--- config.mk ---
export PLATFORM = sky130hd
export DESIGN_NAME = modular_exponentiation_unit
export DESIGN_NICKNAME = d
export VERILOG_FILES = /design/src/rtl/core/mexp_pkg.sv /design/src/rtl/core/mexp_mulmod.sv /design/src/rtl/core/modular_exponentiation_unit.sv
export SDC_FILE = /design/constraint.sdc
export NUM_CORES = 1
export LEC_CHECK = 0
export ABC_CLOCK_PERIOD_IN_PS = 7600
export BUFFER_PORTS_ARGS = -buffer_cell sky130_fd_sc_hd__buf_4
export CAP_MARGIN = 10
export CORE_ASPECT_RATIO = 0.9
export CORE_MARGIN = 5
export CORE_UTILIZATION = 30
export CTS_CLUSTER_SIZE = 20
export DETAILED_ROUTE_END_ITERATION = 10
export GPL_ROUTABILITY_DRIVEN = 0
export PLACE_DENSITY = 0.43
export REMOVE_ABC_BUFFERS = 1
export SYNTH_ARGS = -nofsm -noshare
export SYNTH_HDL_FRONTEND = slang
export SYNTH_SLANG_ARGS = --single-unit
--- constraint.sdc ---
create_clock -name clk -period 7.6 [get_ports clk]
set_clock_uncertainty 0.05 [all_clocks]
set_input_delay 0.38 -clock clk [delete_from_list [all_inputs] [get_ports clk]]
set_output_delay 0.38 -clock clk [all_outputs]
set_load 0.02 [all_outputs]
--- src/rtl/core/mexp_pkg.sv ---
package mexp_pkg;

    localparam int MOD_WIDTH  = 32;
    localparam int BASE_WIDTH = 63;
    localparam int EXP_WIDTH  = 63;
    localparam int OUT_WIDTH  = 32;

    // multiplier operand scanned msb first; wide enough for the base reduction
    localparam int OPX_WIDTH  = BASE_WIDTH;
    localparam int CNT_WIDTH  = $clog2(OPX_WIDTH + 1);

    localparam int IN_BYTES   = (BASE_WIDTH + EXP_WIDTH + 7) / 8;
    localparam int IN_TDATA_W = IN_BYTES * 8;
    localparam int OUT_BYTES  = (OUT_WIDTH + 7) / 8;
    localparam int OUT_TDATA_W = OUT_BYTES * 8;

    localparam int APB_ADDR_W = 3;
    localparam int APB_DATA_W = 32;
    localparam int REG_IDX_W  = 1;

    localparam logic [REG_IDX_W-1:0] REG_MODULUS = 1'b0;

    typedef enum logic [5:0] {
        ST_IDLE   = 6'b000001,
        ST_REDUCE = 6'b000010,
        ST_CHECK  = 6'b000100,
        ST_MUL    = 6'b001000,
        ST_SQR    = 6'b010000,
        ST_DONE   = 6'b100000
    } mexp_state_t;

    typedef struct packed {
        logic                 start;
        logic [CNT_WIDTH-1:0] nbits;
        logic [OPX_WIDTH-1:0] x;
        logic [MOD_WIDTH-1:0] y;
    } mm_req_t;

    typedef struct packed {
        logic                 done;
        logic [MOD_WIDTH-1:0] value;
    } mm_rsp_t;

endpackage

--- src/rtl/core/mexp_mulmod.sv ---
module mexp_mulmod (
    input  logic                          clk,
    input  logic                          rst_n,
    input  mexp_pkg::mm_req_t             req,
    input  logic [mexp_pkg::MOD_WIDTH-1:0] modulus,
    output mexp_pkg::mm_rsp_t             rsp
);
    import mexp_pkg::*;

    logic                 busy_reg;
    logic                 done_reg;
    logic [CNT_WIDTH-1:0] cnt_reg;
    logic [OPX_WIDTH-1:0] x_reg;
    logic [MOD_WIDTH-1:0] y_reg;
    logic [MOD_WIDTH-1:0] r_reg;

    logic [MOD_WIDTH:0]   dbl;
    logic [MOD_WIDTH:0]   dbl_red;
    logic [MOD_WIDTH:0]   sum;
    logic [MOD_WIDTH:0]   sum_red;
    logic [MOD_WIDTH-1:0] addend;
    logic [MOD_WIDTH:0]   m_ext;

    // one step of r = (2r + bit*y) mod m, with r < m and y <= m
    always_comb
    begin
        m_ext   = {1'b0, modulus};
        dbl     = {r_reg, 1'b0};
        dbl_red = (dbl >= m_ext) ? (dbl - m_ext) : dbl;
        addend  = x_reg[OPX_WIDTH-1] ? y_reg : '0;
        sum     = {1'b0, dbl_red[MOD_WIDTH-1:0]} + {1'b0, addend};
        sum_red = (sum >= m_ext) ? (sum - m_ext) : sum;
    end

    always_ff @(posedge clk or negedge rst_n)
    begin
        if (!rst_n)
        begin
            busy_reg <= 1'b0;
            done_reg <= 1'b0;
            cnt_reg  <= '0;
        end
        else
        begin
            done_reg <= 1'b0;
            if (req.start)
            begin
                busy_reg <= 1'b1;
                cnt_reg  <= req.nbits;
            end
            else if (busy_reg)
            begin
                cnt_reg <= cnt_reg - CNT_WIDTH'(1);
                if (cnt_reg == CNT_WIDTH'(1))
                begin
                    busy_reg <= 1'b0;
                    done_reg <= 1'b1;
                end
            end
        end
    end

    always_ff @(posedge clk)
    begin
        if (req.start)
        begin
            x_reg <= req.x;
            y_reg <= req.y;
            r_reg <= '0;
        end
        else if (busy_reg)
        begin
            x_reg <= {x_reg[OPX_WIDTH-2:0], 1'b0};
            r_reg <= sum_red[MOD_WIDTH-1:0];
        end
    end

    assign rsp.done  = done_reg;
    assign rsp.value = r_reg;

endmodule

--- src/rtl/core/modular_exponentiation_unit.sv ---
// Modular exponentiation: power_result = base_value ** exponent mod modulus, right-to-left
// square-and-multiply. The base is first reduced by a 63-step shift-subtract pass, then each
// exponent bit costs one modular squaring plus one modular multiply when the bit is set; every
// modular product goes through a single shared 32-step shift-add multiplier.
// s_tready is low while an item is in progress. A zero exponent returns 1 for any modulus;
// a modulus of 0 acts as 1. The modulus register (reset 1) sits at address 0 and must only
// be written while the block is idle.
module modular_exponentiation_unit (
    input  logic                                clk,
    input  logic                                rst_n,
    input  logic                                s_tvalid,
    output logic                                s_tready,
    // [62:0] base_value, [125:63] exponent, [127:126] zero
    input  logic [mexp_pkg::IN_TDATA_W-1:0]     s_tdata,
    output logic                                m_tvalid,
    input  logic                                m_tready,
    // [31:0] power_result
    output logic [mexp_pkg::OUT_TDATA_W-1:0]    m_tdata,
    input  logic                                psel,
    input  logic                                penable,
    input  logic                                pwrite,
    input  logic [mexp_pkg::APB_ADDR_W-1:0]     paddr,
    input  logic [mexp_pkg::APB_DATA_W-1:0]     pwdata,
    output logic [mexp_pkg::APB_DATA_W-1:0]     prdata,
    output logic                                pready
);
    import mexp_pkg::*;

    mexp_state_t          state_reg, state_next;
    logic                 launch_reg, launch_next;
    logic [MOD_WIDTH-1:0] modulus_reg;
    logic [MOD_WIDTH-1:0] m_eff;
    logic [MOD_WIDTH-1:0] b_reg;
    logic [EXP_WIDTH-1:0] e_reg;
    logic [MOD_WIDTH-1:0] acc_reg;
    logic                 out_valid_reg;
    logic [OUT_WIDTH-1:0] out_data_reg;
    logic [REG_IDX_W-1:0] reg_idx;
    logic                 cfg_write;
    logic                 accept;
    logic                 out_load;
    // reduce pass keeps the full base in a separate register until it completes
    logic [BASE_WIDTH-1:0] base_reg;

    mm_req_t mm_req;
    mm_rsp_t mm_rsp;

    assign reg_idx   = paddr[APB_ADDR_W-1:2];
    assign cfg_write = psel && penable && pwrite;
    assign pready    = 1'b1;
    assign prdata    = (reg_idx == REG_MODULUS) ? APB_DATA_W'(modulus_reg) : '0;

    always_ff @(posedge clk or negedge rst_n)
    begin
        if (!rst_n)
        begin
            modulus_reg <= MOD_WIDTH'(1);
        end
        else if (cfg_write && reg_idx == REG_MODULUS)
        begin
            modulus_reg <= pwdata[MOD_WIDTH-1:0];
        end
    end

    assign m_eff    = (modulus_reg == '0) ? MOD_WIDTH'(1) : modulus_reg;
    assign s_tready = (state_reg == ST_IDLE);
    assign accept   = s_tvalid && s_tready;
    assign out_load = (state_reg == ST_DONE) && (!out_valid_reg || m_tready);

    always_comb
    begin
        mm_req.start = launch_reg;
        case (state_reg)
            ST_REDUCE:
            begin
                mm_req.nbits = CNT_WIDTH'(BASE_WIDTH);
                mm_req.x     = base_reg;
                mm_req.y     = MOD_WIDTH'(1);
            end
            ST_MUL:
            begin
                mm_req.nbits = CNT_WIDTH'(MOD_WIDTH);
                mm_req.x     = {acc_reg, {(OPX_WIDTH-MOD_WIDTH){1'b0}}};
                mm_req.y     = b_reg;
            end
            default:
            begin
                mm_req.nbits = CNT_WIDTH'(MOD_WIDTH);
                mm_req.x     = {b_reg, {(OPX_WIDTH-MOD_WIDTH){1'b0}}};
                mm_req.y     = b_reg;
            end
        endcase
    end

    mexp_mulmod u_mulmod (
        .clk     (clk),
        .rst_n   (rst_n),
        .req     (mm_req),
        .modulus (m_eff),
        .rsp     (mm_rsp)
    );

    always_comb
    begin
        state_next  = state_reg;
        launch_next = 1'b0;
        case (state_reg)
            ST_IDLE:
            begin
                if (accept)
                begin
                    state_next  = ST_REDUCE;
                    launch_next = 1'b1;
                end
            end
            ST_REDUCE:
            begin
                if (mm_rsp.done)
                begin
                    state_next = ST_CHECK;
                end
            end
            ST_CHECK:
            begin
                if (e_reg == '0)
                begin
                    state_next = ST_DONE;
                end
                else if (e_reg[0])
                begin
                    state_next  = ST_MUL;
                    launch_next = 1'b1;
                end
                else
                begin
                    state_next  = ST_SQR;
                    launch_next = 1'b1;
                end
            end
            ST_MUL:
            begin
                if (mm_rsp.done)
                begin
                    state_next  = ST_SQR;
                    launch_next = 1'b1;
                end
            end
            ST_SQR:
            begin
                if (mm_rsp.done)
                begin
                    state_next = ST_CHECK;
                end
            end
            ST_DONE:
            begin
                if (out_load)
                begin
                    state_next = ST_IDLE;
                end
            end
            default:
            begin
                state_next = ST_IDLE;
            end
        endcase
    end

    always_ff @(posedge clk or negedge rst_n)
    begin
        if (!rst_n)
        begin
            state_reg     <= ST_IDLE;
            launch_reg    <= 1'b0;
            out_valid_reg <= 1'b0;
        end
        else
        begin
            state_reg  <= state_next;
            launch_reg <= launch_next;
            if (out_load)
            begin
                out_valid_reg <= 1'b1;
            end
            else if (m_tready)
            begin
                out_valid_reg <= 1'b0;
            end
        end
    end

    always_ff @(posedge clk)
    begin
        if (accept)
        begin
            base_reg <= s_tdata[BASE_WIDTH-1:0];
            e_reg    <= s_tdata[BASE_WIDTH+EXP_WIDTH-1:BASE_WIDTH];
            acc_reg  <= MOD_WIDTH'(1);
        end
        else if (mm_rsp.done)
        begin
            case (state_reg)
                ST_REDUCE:
                begin
                    b_reg <= mm_rsp.value;
                end
                ST_MUL:
                begin
                    acc_reg <= mm_rsp.value;
                end
                ST_SQR:
                begin
                    b_reg <= mm_rsp.value;
                    e_reg <= e_reg >> 1;
                end
                default:
                begin
                    b_reg <= b_reg;
                end
            endcase
        end
        if (out_load)
        begin
            out_data_reg <= OUT_WIDTH'(acc_reg);
        end
    end

    assign m_tvalid = out_valid_reg;
    assign m_tdata  = OUT_TDATA_W'(out_data_reg);

endmodule
Word-level counts from Yosys, hierarchy flattened

Index checks and enable logic that the tools add are counted.
Widths: inputs -> output; s select.

Register bits: 397
Input bits: 170
Output and inout bits: 67
Logic and storage cells: 84

$add $sub $neg: 4
$lt $le $gt $ge: 2
Equality and inequality tests: 11
Multiplexer cells: 32
Bitwise gates (word level): 2
Reduce and logical (&&, ||, !) cells: 18

Operator list:

| kind                | number |
|---|---|
| $mux 63             | 5 |
| $pmux 100 s2        | 1 |
| $mux 32             | 5 |
| $ge 33x32->1        | 2 |
| $sub 32x32->32      | 2 |
| $logic_not 63->1    | 1 |
| $mux 6              | 7 |
| $add 32x32->33      | 1 |
| $logic_not 32->1    | 1 |
| $pmux 6 s5          | 1 |
| $eq 6x1->1 const B  | 2 |
| $mux 1              | 11 |
| $reduce_bool 2->1   | 4 |
| $eq 6x2->1 const B  | 1 |
| $eq 6x3->1 const B  | 1 |
| $eq 6x4->1 const B  | 1 |
| $eq 6x5->1 const B  | 1 |
| $eq 6x6->1 const B  | 1 |
| $ne 2x1->1 const B  | 3 |
| $sub 6x1->6 const B | 1 |
| $logic_and 1x1->1   | 5 |
| $mux 5              | 1 |
| $reduce_and 2->1    | 2 |
| $reduce_and 4->1    | 1 |
| other kinds (7)     | 8 |

Logic depth before layout (Yosys ltp)

Gate-level depths: netlist (run 1).

Depth in word-level cells: 7
Gate-level depth with buffers: 40
Depth with buffers taken out: 35

By module

A second synthesis (run 1) with hierarchy kept.

Cells, all modules: 2101
Area, all modules: 21810.9 um2

Modules (own cells, without submodules):

| module                      | times used | cells each | area an instance (um2) | seq. area each (um2) |
|---|---|---|---|---|
| mexp_mulmod                 | 1          | 1175       | 11074.4                | 3693.5 |
| modular_exponentiation_unit | 1          | 926        | 10736.5                | 7349.5 |

Worst setup path before layout (run 1)

OpenSTA, ideal clock, no wires.

Path kind: reg-to-reg
From: register modulus_reg[2]
To: register u_mulmod.r_reg[0]
Library setup time: 0.191 ns
Arrival: 6.764 ns
Required time: 7.359 ns
Path slack: 0.594 ns
Cell stages (with the launch flop): 37
Buffers on the path: 5
Clock period less this slack: 7.006 ns
Path through: dfrtp_1 > inv_1 > ha_1 > nand3_1 > nor3b_1 > o21ai_1 > a2111oi_2 > o21ai_1 > nand3_1 > a21oi_1 > o31ai_1 > a41o_1 > buf_2 > buf_4 > mux2_2 > ha_1 > a21oi_1 > o21ai_1 > or4_1 > a31o_1 > a31oi_2 > a31o_2 > o21ai_0 > xnor2_1 > ha_1 > clkbuf_1 > a21oi_1 > o21bai_1 > a21oi_1 > o21ai_0 > o211a_1 > nand4b_1 > a221o_1 > buf_6 > buf_2 > o211ai_1 > o21ai_0

Cells in the longest elaborated chain, start to end: 7
Elaborated cells on any way between the ends: 9
Classes of those cells: add/sub (3); order compare (2); mux (3); reduce/logical (1)

Ends and longest elaborated chain:

| item                                           | RTL line                          | RTL |
|---|---|---|
| from (decl)                                    | modular_exponentiation_unit.sv:31 | `logic [MOD_WIDTH-1:0] modulus_reg;` |
| from (signal assigned)                         | modular_exponentiation_unit.sv:61 | `modulus_reg <= pwdata[MOD_WIDTH-1:0];` |
| $logic_not 32->1                               | modular_exponentiation_unit.sv:65 | `assign m_eff = (modulus_reg == '0) ? MOD_WIDTH'(1) : modulus_reg;` |
| $mux 32 (*)                                    | modular_exponentiation_unit.sv:65 |  |
| $sub 32x32->32 or $ge 33x32->1 (tied branches) | mexp_mulmod.sv:29                 | `dbl_red = (dbl >= m_ext) ? (dbl - m_ext) : dbl;` |
| $mux 32                                        | mexp_mulmod.sv:29                 |  |
| $add 32x32->33                                 | mexp_mulmod.sv:31                 | `sum = {1'b0, dbl_red[MOD_WIDTH-1:0]} + {1'b0, addend};` |
| $sub 32x32->32 or $ge 33x32->1 (tied branches) | mexp_mulmod.sv:32                 | `sum_red = (sum >= m_ext) ? (sum - m_ext) : sum;` |
| $mux 32 (*)                                    | mexp_mulmod.sv:32                 |  |
| to (signal assigned)                           | mexp_mulmod.sv:74                 | `r_reg <= sum_red[MOD_WIDTH-1:0];` |
| to (decl)                                      | mexp_mulmod.sv:15                 | `logic [MOD_WIDTH-1:0] r_reg;` |

Every way passes the cells marked *; elsewhere a longest branch is shown, timed or not.
A chain may end at the register's enable or synchronous reset.

Worst setup path in the final report (run 1)

From: register modulus_reg[2]
To: register u_mulmod.r_reg[4]

The elaborated chain is that of the path after synthesis.

==> results of run 1 <==
-- how the worst max path moves through the flow --
stage	slack, ns	end	cells past startpoint
after global placement	-0.29	u_mulmod.r_reg[31]$_SDFFE_PP0P_	39
final	0.17	u_mulmod.r_reg[4]$_SDFFE_PP0P_	36
after global routing	-0.18	u_mulmod.r_reg[3]$_SDFFE_PP0P_	39
after CTS	-0.01	u_mulmod.r_reg[4]$_SDFFE_PP0P_	37
after floorplan	-0.71	u_mulmod.r_reg[4]$_SDFFE_PP0P_	31
after detailed placement	-0.33	u_mulmod.r_reg[31]$_SDFFE_PP0P_	35
-- metrics by stage --
stage / TNS (ns) / hold slack (ns) / std cells
detailed placement: -8.463 / 0.3910 / 3580
CTS: -0.01772 / 0.003751 / 3825
floorplan: -12.46 / 0.03441 / 2037
finish: 0 / 0.04321 / 3843
global route: -4.277 / 0.01761 / 3843
global placement: -7.286 / 0.3937 / 3580
-- final cells by class --
cell class | instances | share of cell area
clock buffers | 68 | 0.04337
inverters | 97 | 0.01212
well taps | 940 | 0.03785
multi-input cells | 1543 | 0.3384
flip-flops and latches | 397 | 0.3555
repair buffers | 776 | 0.2042
clock inverters | 22 | 0.008537
-- cell families after synthesis --
logic type               count (synthesis)  share of synthesized area
adder cells (fa/ha/maj)                101                    0.06018
multiplexers                            71                    0.03700
other                                    1                  0.0001755
AND/OR/NAND/NOR                        838                     0.1762
flip-flops                             397                     0.5167
XOR/XNOR                                77                    0.03155
AO/OA/AOI/OAI                          455                     0.1403
buffers and inverters                  197                    0.03788
-- timing repair --
item / CTS / global route
buffers inserted: 5 / 16
cloned: 0 / 3
endpoints found under the setup margin: 32 / 32
endpoints found under the hold margin: 195 / 0
hold buffers: 150 / 0
resized for setup: 26 / 174
pin swaps: 11 / 59
-- synth_stat cells (11+ instances only) --
cell type,number
sky130_fd_sc_hd__nor3_1,17
sky130_fd_sc_hd__nand2_1,397
sky130_fd_sc_hd__xor2_1,26
sky130_fd_sc_hd__xnor2_1,51
sky130_fd_sc_hd__ha_1,98
sky130_fd_sc_hd__and2_1,67
sky130_fd_sc_hd__dfrtp_1,46
sky130_fd_sc_hd__nor4_1,30
sky130_fd_sc_hd__a22oi_1,32
sky130_fd_sc_hd__o21bai_1,14
sky130_fd_sc_hd__dfxtp_1,64
sky130_fd_sc_hd__nand3_1,62
sky130_fd_sc_hd__nor2b_1,15
sky130_fd_sc_hd__inv_1,96
sky130_fd_sc_hd__nor2_1,170
sky130_fd_sc_hd__a21oi_1,127
sky130_fd_sc_hd__a211oi_1,14
sky130_fd_sc_hd__nand2b_1,13
sky130_fd_sc_hd__o21ai_0,82
sky130_fd_sc_hd__clkbuf_1,77
sky130_fd_sc_hd__and3_1,11
sky130_fd_sc_hd__nand4_1,19
sky130_fd_sc_hd__a311oi_1,24
sky130_fd_sc_hd__edfxtp_1,285
sky130_fd_sc_hd__mux2_2,64
sky130_fd_sc_hd__a21o_1,34
sky130_fd_sc_hd__a31oi_1,42
-- worst reg2reg max path, delay by kind of cell, from the launching register on --
| kind | cells | cell delay (ns) |
|---|---|---|
| AND/OR/NAND/NOR | 14 | 2.17 |
| buffers and inverters | 5 | 0.70 |
| AO/OA/AOI/OAI | 12 | 2.48 |
| adder cells (fa/ha/maj) | 3 | 0.87 |
| multiplexers | 2 | 0.73 |
| flip-flops | 1 | 0.36 |
-- per-layer routing --
layer	vias up	wire [microns]	part of all wire	track usage
li1	9131	-	-	-
met1	9007	33180	0.46	0.2473
met2	375	34280	0.48	0.2995
met3	84	3010	0.042	0.02419
met4	0	1445	0.020	0.03888
met5	-	0	0	0
==> impl.org, run 1 <==
** Outcome
- The run finished with clean final reports.

** Critical path
- Cell family contributing the most delay on the critical path :: compound AO/OA/AOI/OAI gates
- Counting cells, the worst reg-to-reg path comes to 36.
- Critical-path cell with the highest stage delay :: sky130_fd_sc_hd__a2111oi_4
- Maximum cell stage delay along the critical path :: 0.49 ns
- Of all nets on the critical path, the largest fanout is 8.
- The number of buffers and inverters on the critical path is 5.
- STA classifies the critical path startpoint as a flip-flop.
- The worst setup path is captured at a flip-flop.
- Cell repeated most along the worst path :: sky130_fd_sc_hd__nand4_1
- The critical path is of the reg2reg type.
- Critical Path Source :: modulus_reg[2]$_DFFE_PN0P_
- Reg2reg end :: u_mulmod.r_reg[4]$_SDFFE_PP0P_
- Data required time of the worst path :: 8.05 ns
- CP Data Arrival Time :: 7.88 ns
- The worst register-to-register path begins at modulus_reg[2]$_DFFE_PN0P_.
- R2R setup slack :: 0.17 ns

** Routing
- The first detailed-routing pass ran for 5 iterations.
- Once detail routing completed, the nets flagged for antenna violations numbered 0.
- Number of vias per cell :: 4.839
- Summed over all layers, the routed wires come to 71,920 microns.
- Remaining design rule violation count :: 0
- For this block, the initial DRC count from the detailed router was 1,246.
- Dividing the detail-routed wire length by the instance count gives 18.71 microns.
- Via count :: 18,597

** Yosys
- Yosys reg bits :: 397
- Netlist Area Pre-Place :: 21,370 sq um
- The synthesized design contains 285 enable-type register cells.
- Dominant cell type by area after synthesis :: sky130_fd_sc_hd__edfxtp_1
- A synthesized cell averages ~10 sq um.
- The share of synthesized area in the top cell type comes to 0.4004.
- Yosys Warn Count :: 0
- Sorting the synthesized cells by area gives the leading types as sky130_fd_sc_hd__edfxtp_1 (40%), sky130_fd_sc_hd__nand2_1 (7.0%), sky130_fd_sc_hd__dfxtp_1 (6.0%), sky130_fd_sc_hd__ha_1 (5.7%), sky130_fd_sc_hd__dfrtp_1 (5.4%).
- Number of standard cells after synthesis :: 2,137
- Async S/R FF share, synth :: 0.1209
- Fraction of the yosys area taken by sequential cells :: 0.5167
- Counting distinct cell types in the post-synthesis netlist gives 85.
- Most used DFF post-synth :: sky130_fd_sc_hd__edfxtp_1

** Global routing
- The number of antenna violations at the first check in global routing is 0.
- The first global-routing pass estimated 109,300 microns of wire.
- Pin count of the biggest net entering global routing :: between 80 and 90
- Vias in the first global route :: 19,009
- GRT Residual Overflow :: 0
- Across every metal layer, demand over resource in global routing totals 0.1783.

** Die
- Measured along the y axis, the die boundary spans 263.2 microns.
- For this configuration, the core starts out at a cell density of 0.3039.
- Die area :: ~77,000 sq um
- Die span in x :: 291.4 microns
- Core footprint :: 70,330 sq um
- Boundary Pins :: 237
- Row generation in the floorplan step produced 92 rows.

** Cells and area
- Across the whole layout, storage elements account for 11,050 sq um.
- For this run, the share of the core covered by cells in the final layout is 0.4418.
- Relative to the synthesized area, the layout overhead comes to 45.38%.
- The layout has a little under 7,000 filler cells.
- Area used by multi-input combinational logic :: 10,510 sq um
- Ratio of cells with drive above 1 in the final layout :: 0.3228
- Commonest non-fill, non-tap cells in the layout :: sky130_fd_sc_hd__buf_4 (609), sky130_fd_sc_hd__nand2_1 (379), sky130_fd_sc_hd__edfxtp_1 (285)
- Summing all non-filler instances in the final layout gives an area of roughly 31,000 sq um.
- 0 antenna diodes ended up in the layout.
- After the last flow step, the layout net total stands at 3,134.
- Most common cell after layout, fill and taps aside :: sky130_fd_sc_hd__buf_4

** STA
- Headroom to the max-slew limit came out at 0.3002.
- Timing would allow up to ~130 MHz.
- The count of endpoints failing hold in the final timing report came to 0.
- Setup repair after global routing missed its margin :: true
- Final setup violation count :: 0
- The worst path in the final design needs a cycle of 7.428 ns, including I/O delays and setup.
- Least-Margin Pin Slew :: approximately 1.0 ns
- The max-slew violation count is 0.
- Final cycle utilization of the critical path :: 0.9773
- In the post-route analysis, the smallest setup slack over all paths is around 0.17 ns.

** Place
- Summing all placed instances gives a cell area of between 20,000 and 30,000 sq um.
- Input/output buffers :: between 200 and 250
- DPL Wire Length :: 51,910 microns
- At the placement stage, the worst setup path has a slack of -0.3265 ns.

** Worst hold path
- Counting instances, the worst hold path has a depth of 3.
- The worst hold path begins at s_tdata[105].
- The min-delay analysis places its worst path in the category in2reg.
- For hold timing, the worst endpoint is e_reg[42]$_DFFE_PP_.

** Clock tree
- H-tree depth reported by CTS :: 2
- TritonCTS built the clock tree.
- Buffer cell driving the clock tree root :: sky130_fd_sc_hd__clkbuf_16
- CTS Buf Count :: 48
- The tree built by TritonCTS fans out to 397 sinks.
- Clock Latency Late Sink :: 0.60 ns
- Register clock-pin slew on the reported worst setup and hold paths :: roughly 0.060 ns
- In this run the deepest clock path goes through 3 buffers.

** Job
- Max-cap violations in this run came to 0.
Power of run 1 is not shown: default switching activity piles up to over one toggle a cycle in this logic, so the estimate is an artifact.
==> run 2, diff against run 1 <==
--- a/config.mk
+++ b/config.mk
@@ -8,13 +8,15 @@
 export ABC_CLOCK_PERIOD_IN_PS = 7600
 export BUFFER_PORTS_ARGS = -buffer_cell sky130_fd_sc_hd__buf_4
 export CAP_MARGIN = 10
+export CELL_PAD_IN_SITES_DETAIL_PLACEMENT = 0
+export CELL_PAD_IN_SITES_GLOBAL_PLACEMENT = 1
 export CORE_ASPECT_RATIO = 0.9
 export CORE_MARGIN = 5
 export CORE_UTILIZATION = 30
 export CTS_CLUSTER_SIZE = 20
 export DETAILED_ROUTE_END_ITERATION = 10
 export GPL_ROUTABILITY_DRIVEN = 0
-export PLACE_DENSITY = 0.43
+export PLACE_DENSITY = 0.53
 export REMOVE_ABC_BUFFERS = 1
 export SYNTH_ARGS = -nofsm -noshare
 export SYNTH_HDL_FRONTEND = slang
==> run 2 against run 1 <==
  * Global-route usage up 0.30 points
  * Register-to-register slack about the same
  * Via count up 0.55%
  * Non-clock buffer count up 17
  * Worst setup slack better by 0.014 ns
  * Largest cell class unchanged
==> impl.org, run 2 (synthesis gave the netlist of run 1 again) <==
** Die
- The number of placement rows is 92 (unchanged).
- The starting density of the core was 0.3039 (unchanged).
- The placeable core region came to 70,330 sq um (unchanged).
- Die boundary height :: 263.2 microns (unchanged)
- Die span in x :: 291.4 microns (unchanged)
- The total die area came to 76,690 sq um (unchanged).
- The I/O pin count is 237 (unchanged).

** Clock tree
- Buffer cell driving the clock tree root :: sky130_fd_sc_hd__clkbuf_16 (unchanged)
- CTS tree :: done (unchanged)
- The CTS buffer count came to 47 (was 48).
- The number of sinks handled by clock tree synthesis came to 397 (unchanged).
- The CTS clock-pin slew for the worst setup and hold paths came to 0.06 ns (about the same).
- The clock network latency to the later pin of the worst-skew pair was 0.58 ns (was 0.60 ns).
- The maximum buffer depth of the clock tree was 3 (unchanged).
- H-tree depth reported by CTS :: 2 (unchanged)

** Routing
- The via total after detailed routing was 18,699 (was 18,597).
- The first-pass iteration count of the detailed router is 5 (unchanged).
- The via count normalized by instance count came to 4.848 (was 4.839).
- Routed wire length :: 73,400 microns (was 71,920 microns)
- The count of unresolved DRC violations after routing is 0 (unchanged).
- Routed wire per std cell :: 19.03 microns (was 18.71 microns)
- Antenna violation net count after detailed routing :: 0 (unchanged)
- Number of violations reported at the end of detailed-routing iteration 0 :: 1,104 (was 1,246)

** Global routing
- The total global-route track usage came to 0.1813 (was 0.1783).
- The first-pass GRT wire length came to 111,000 microns (was 109,300 microns).
- The overflow left after global routing is 0 (unchanged).
- Vias in the first global route :: 19,327 (was 19,009)
- Number of antenna violations at the first check in global routing :: 0 (unchanged)
- Pin count of the biggest net entering global routing :: 94 (was 83)

** STA
- Setup repair after global routing missed its margin: true (unchanged).
- Least-Margin Pin Slew :: 1.105 ns (was 1.047 ns)
- The shortest period the worst path allows came to 7.413 ns (was 7.428 ns).
- Final setup violation count :: 0 (unchanged)
- Max-slew violation count :: 0 (unchanged)
- Worst relative slew slack :: 0.2604 (was 0.3002)
- The peak clock frequency supported by timing came to 134.9 MHz (was 134.6 MHz).
- Worst hold margin :: 0.03667 ns (was 0.04321 ns)
- Final hold violation count :: 0 (unchanged)
- TNS Setup :: 0 ns (unchanged)
- The portion of the clock cycle consumed by the worst path in the final layout is 0.9754 (was 0.9773).

** Worst hold path
- Hold Crit Endpoint :: e_reg[2]$_DFFE_PP_ (was e_reg[42]$_DFFE_PP_)
- Hold path depth :: 3 (unchanged)
- The origin of the worst min-delay path is s_tdata[65] (was s_tdata[105]).
- The worst hold path class is in2reg (unchanged).

** Critical path
- Top fanout value on the critical path :: 8 (unchanged)
- The start-to-end type of the worst setup path is reg2reg (unchanged).
- The critical path endpoint category was a flip-flop (unchanged).
- The startpoint of the worst-slack reg-to-reg timing path is modulus_reg[24]$_DFFE_PN0P_ (was modulus_reg[2]$_DFFE_PN0P_).
- The capture point of the worst reg-to-reg path is u_mulmod.r_reg[5]$_SDFFE_PP0P_ (was u_mulmod.r_reg[4]$_SDFFE_PP0P_).
- Cell repeated most along the worst path :: sky130_fd_sc_hd__buf_4 (was sky130_fd_sc_hd__nand4_1)
- CP Data Arrival Time :: 7.82 ns (was 7.88 ns)
- The endpoint required time on the critical path is 8.01 ns (was 8.05 ns).
- Critical-path cell with the highest stage delay :: sky130_fd_sc_hd__a221o_2 (was sky130_fd_sc_hd__a2111oi_4)
- Reg2reg path depth :: 37 (was 36)
- Startpoint type of the worst setup path :: flip-flop (unchanged)
- Maximum cell stage delay along the critical path :: 0.45 ns (was 0.49 ns)
- R2R setup slack :: 0.19 ns (was 0.17 ns)

** Place
- Input/output buffers :: 231 (unchanged)
- Cells after DPL :: 3,607 (was 3,580)
- Area after detailed placement :: 26,890 sq um (was 26,710 sq um)
- DPL Wire Length :: 53,470 microns (was 51,910 microns)

** Cells and area
- The area overhead of the layout relative to synthesis is 45.89% (was 45.38%).
- Commonest non-fill, non-tap cells in the layout: sky130_fd_sc_hd__buf_4 (636), sky130_fd_sc_hd__nand2_1 (385), sky130_fd_sc_hd__edfxtp_1 (285) (was sky130_fd_sc_hd__buf_4 (609), sky130_fd_sc_hd__nand2_1 (379), sky130_fd_sc_hd__edfxtp_1 (285)).
- The fraction of final layout cells sized beyond drive strength 1 came to 0.3298 (was 0.3228).
- Most common cell after layout, fill and taps aside :: sky130_fd_sc_hd__buf_4 (unchanged)
- The non-filler instance count after layout is 3,857 (was 3,843).
- Number of nets in the finished design :: 3,150 (was 3,134)
- Final non-filler cell area :: 31,180 sq um (was 31,070 sq um)
- The number of antenna repair diodes is 0 (unchanged).

** Job
- The reported max-cap violation count came to 0 (unchanged).

** Outcome
- Status: complete, no violations (unchanged).
run 2: cell count changes in the layout (fill, tap and decap cells not counted), moves of 4 or more:
cell,before,now
sky130_fd_sc_hd__clkbuf_1,14,20
sky130_fd_sc_hd__nand2_1,379,385
sky130_fd_sc_hd__inv_2,1,5
sky130_fd_sc_hd__dlygate4sd3_1,150,139
sky130_fd_sc_hd__inv_1,93,89
sky130_fd_sc_hd__a21oi_2,23,18
sky130_fd_sc_hd__clkbuf_16,52,47
sky130_fd_sc_hd__o21ai_4,0,5
sky130_fd_sc_hd__buf_4,609,636
run 2: worst max-delay path by stage:
stage / startpoint / end / slack, ns
after global routing: modulus_reg[14]$_DFFE_PN0P_ / u_mulmod.r_reg[17]$_SDFFE_PP0P_ / -0.12
after detailed placement: modulus_reg[1]$_DFFE_PN0P_ / u_mulmod.r_reg[29]$_SDFFE_PP0P_ / -0.53
after floorplan: modulus_reg[1]$_DFFE_PN0P_ / u_mulmod.r_reg[4]$_SDFFE_PP0P_ / -0.71
after CTS: modulus_reg[28]$_DFFE_PN0P_ / u_mulmod.r_reg[4]$_SDFFE_PP0P_ / 0.001
after global placement: modulus_reg[17]$_DFFE_PN0P_ / u_mulmod.r_reg[29]$_SDFFE_PP0P_ / -0.30
final: modulus_reg[24]$_DFFE_PN0P_ / u_mulmod.r_reg[5]$_SDFFE_PP0P_ / 0.19
run 2: layer usage:
| metal | track usage | part of all wire | vias up |
|---|---|---|---|
| met2 | 0.3037 | 0.47 | 384 |
| met5 | 0 | 0 | - |
| met4 | 0.04400 | 0.024 | 0 |
| met3 | 0.02410 | 0.037 | 105 |
| met1 | 0.2506 | 0.46 | 9045 |
| li1 | - | - | 9165 |
run 2: per-stage QoR:
step	setup WS, ns	utilization
after CTS	0.001294	0.4283
after floorplan	-0.7092	-
after global placement	-0.2977	0.3823
after global routing	-0.1203	0.4433
final	0.1869	0.4433
after detailed placement	-0.5350	0.3823
run 2: worst max-delay path: cells and delay by family, from the launching register on:
kind            cells  cell delay, ns
fa+ha+maj           3            0.85
buf+inv            10            1.40
simple gates       10            1.22
xor+xnor            1            0.16
mux                 1            0.36
flops               1            0.36
compound gates     12            2.90
run 2: area by class of cell:
cell class,count,area [sq um]
well taps,940,1176
flip-flops and latches,397,11050
clock inverters,17,229.0
multi-input cells,1543,10630
fillers,6785,39150
clock buffers,70,1292
inverters,97,376.6
repair buffers,793,6429
run 2: timing repair:
item | in CTS | in global routing
hold endpoints to repair | 184 | 0
hold buffers | 139 | 0
endpoints found under the setup margin | 32 | 32
gates cloned | 1 | 0
gates resized for setup | 45 | 186
setup buffers | 4 | 22
pin swaps | 23 | 77
Power of run 2 is left out for the same reason.
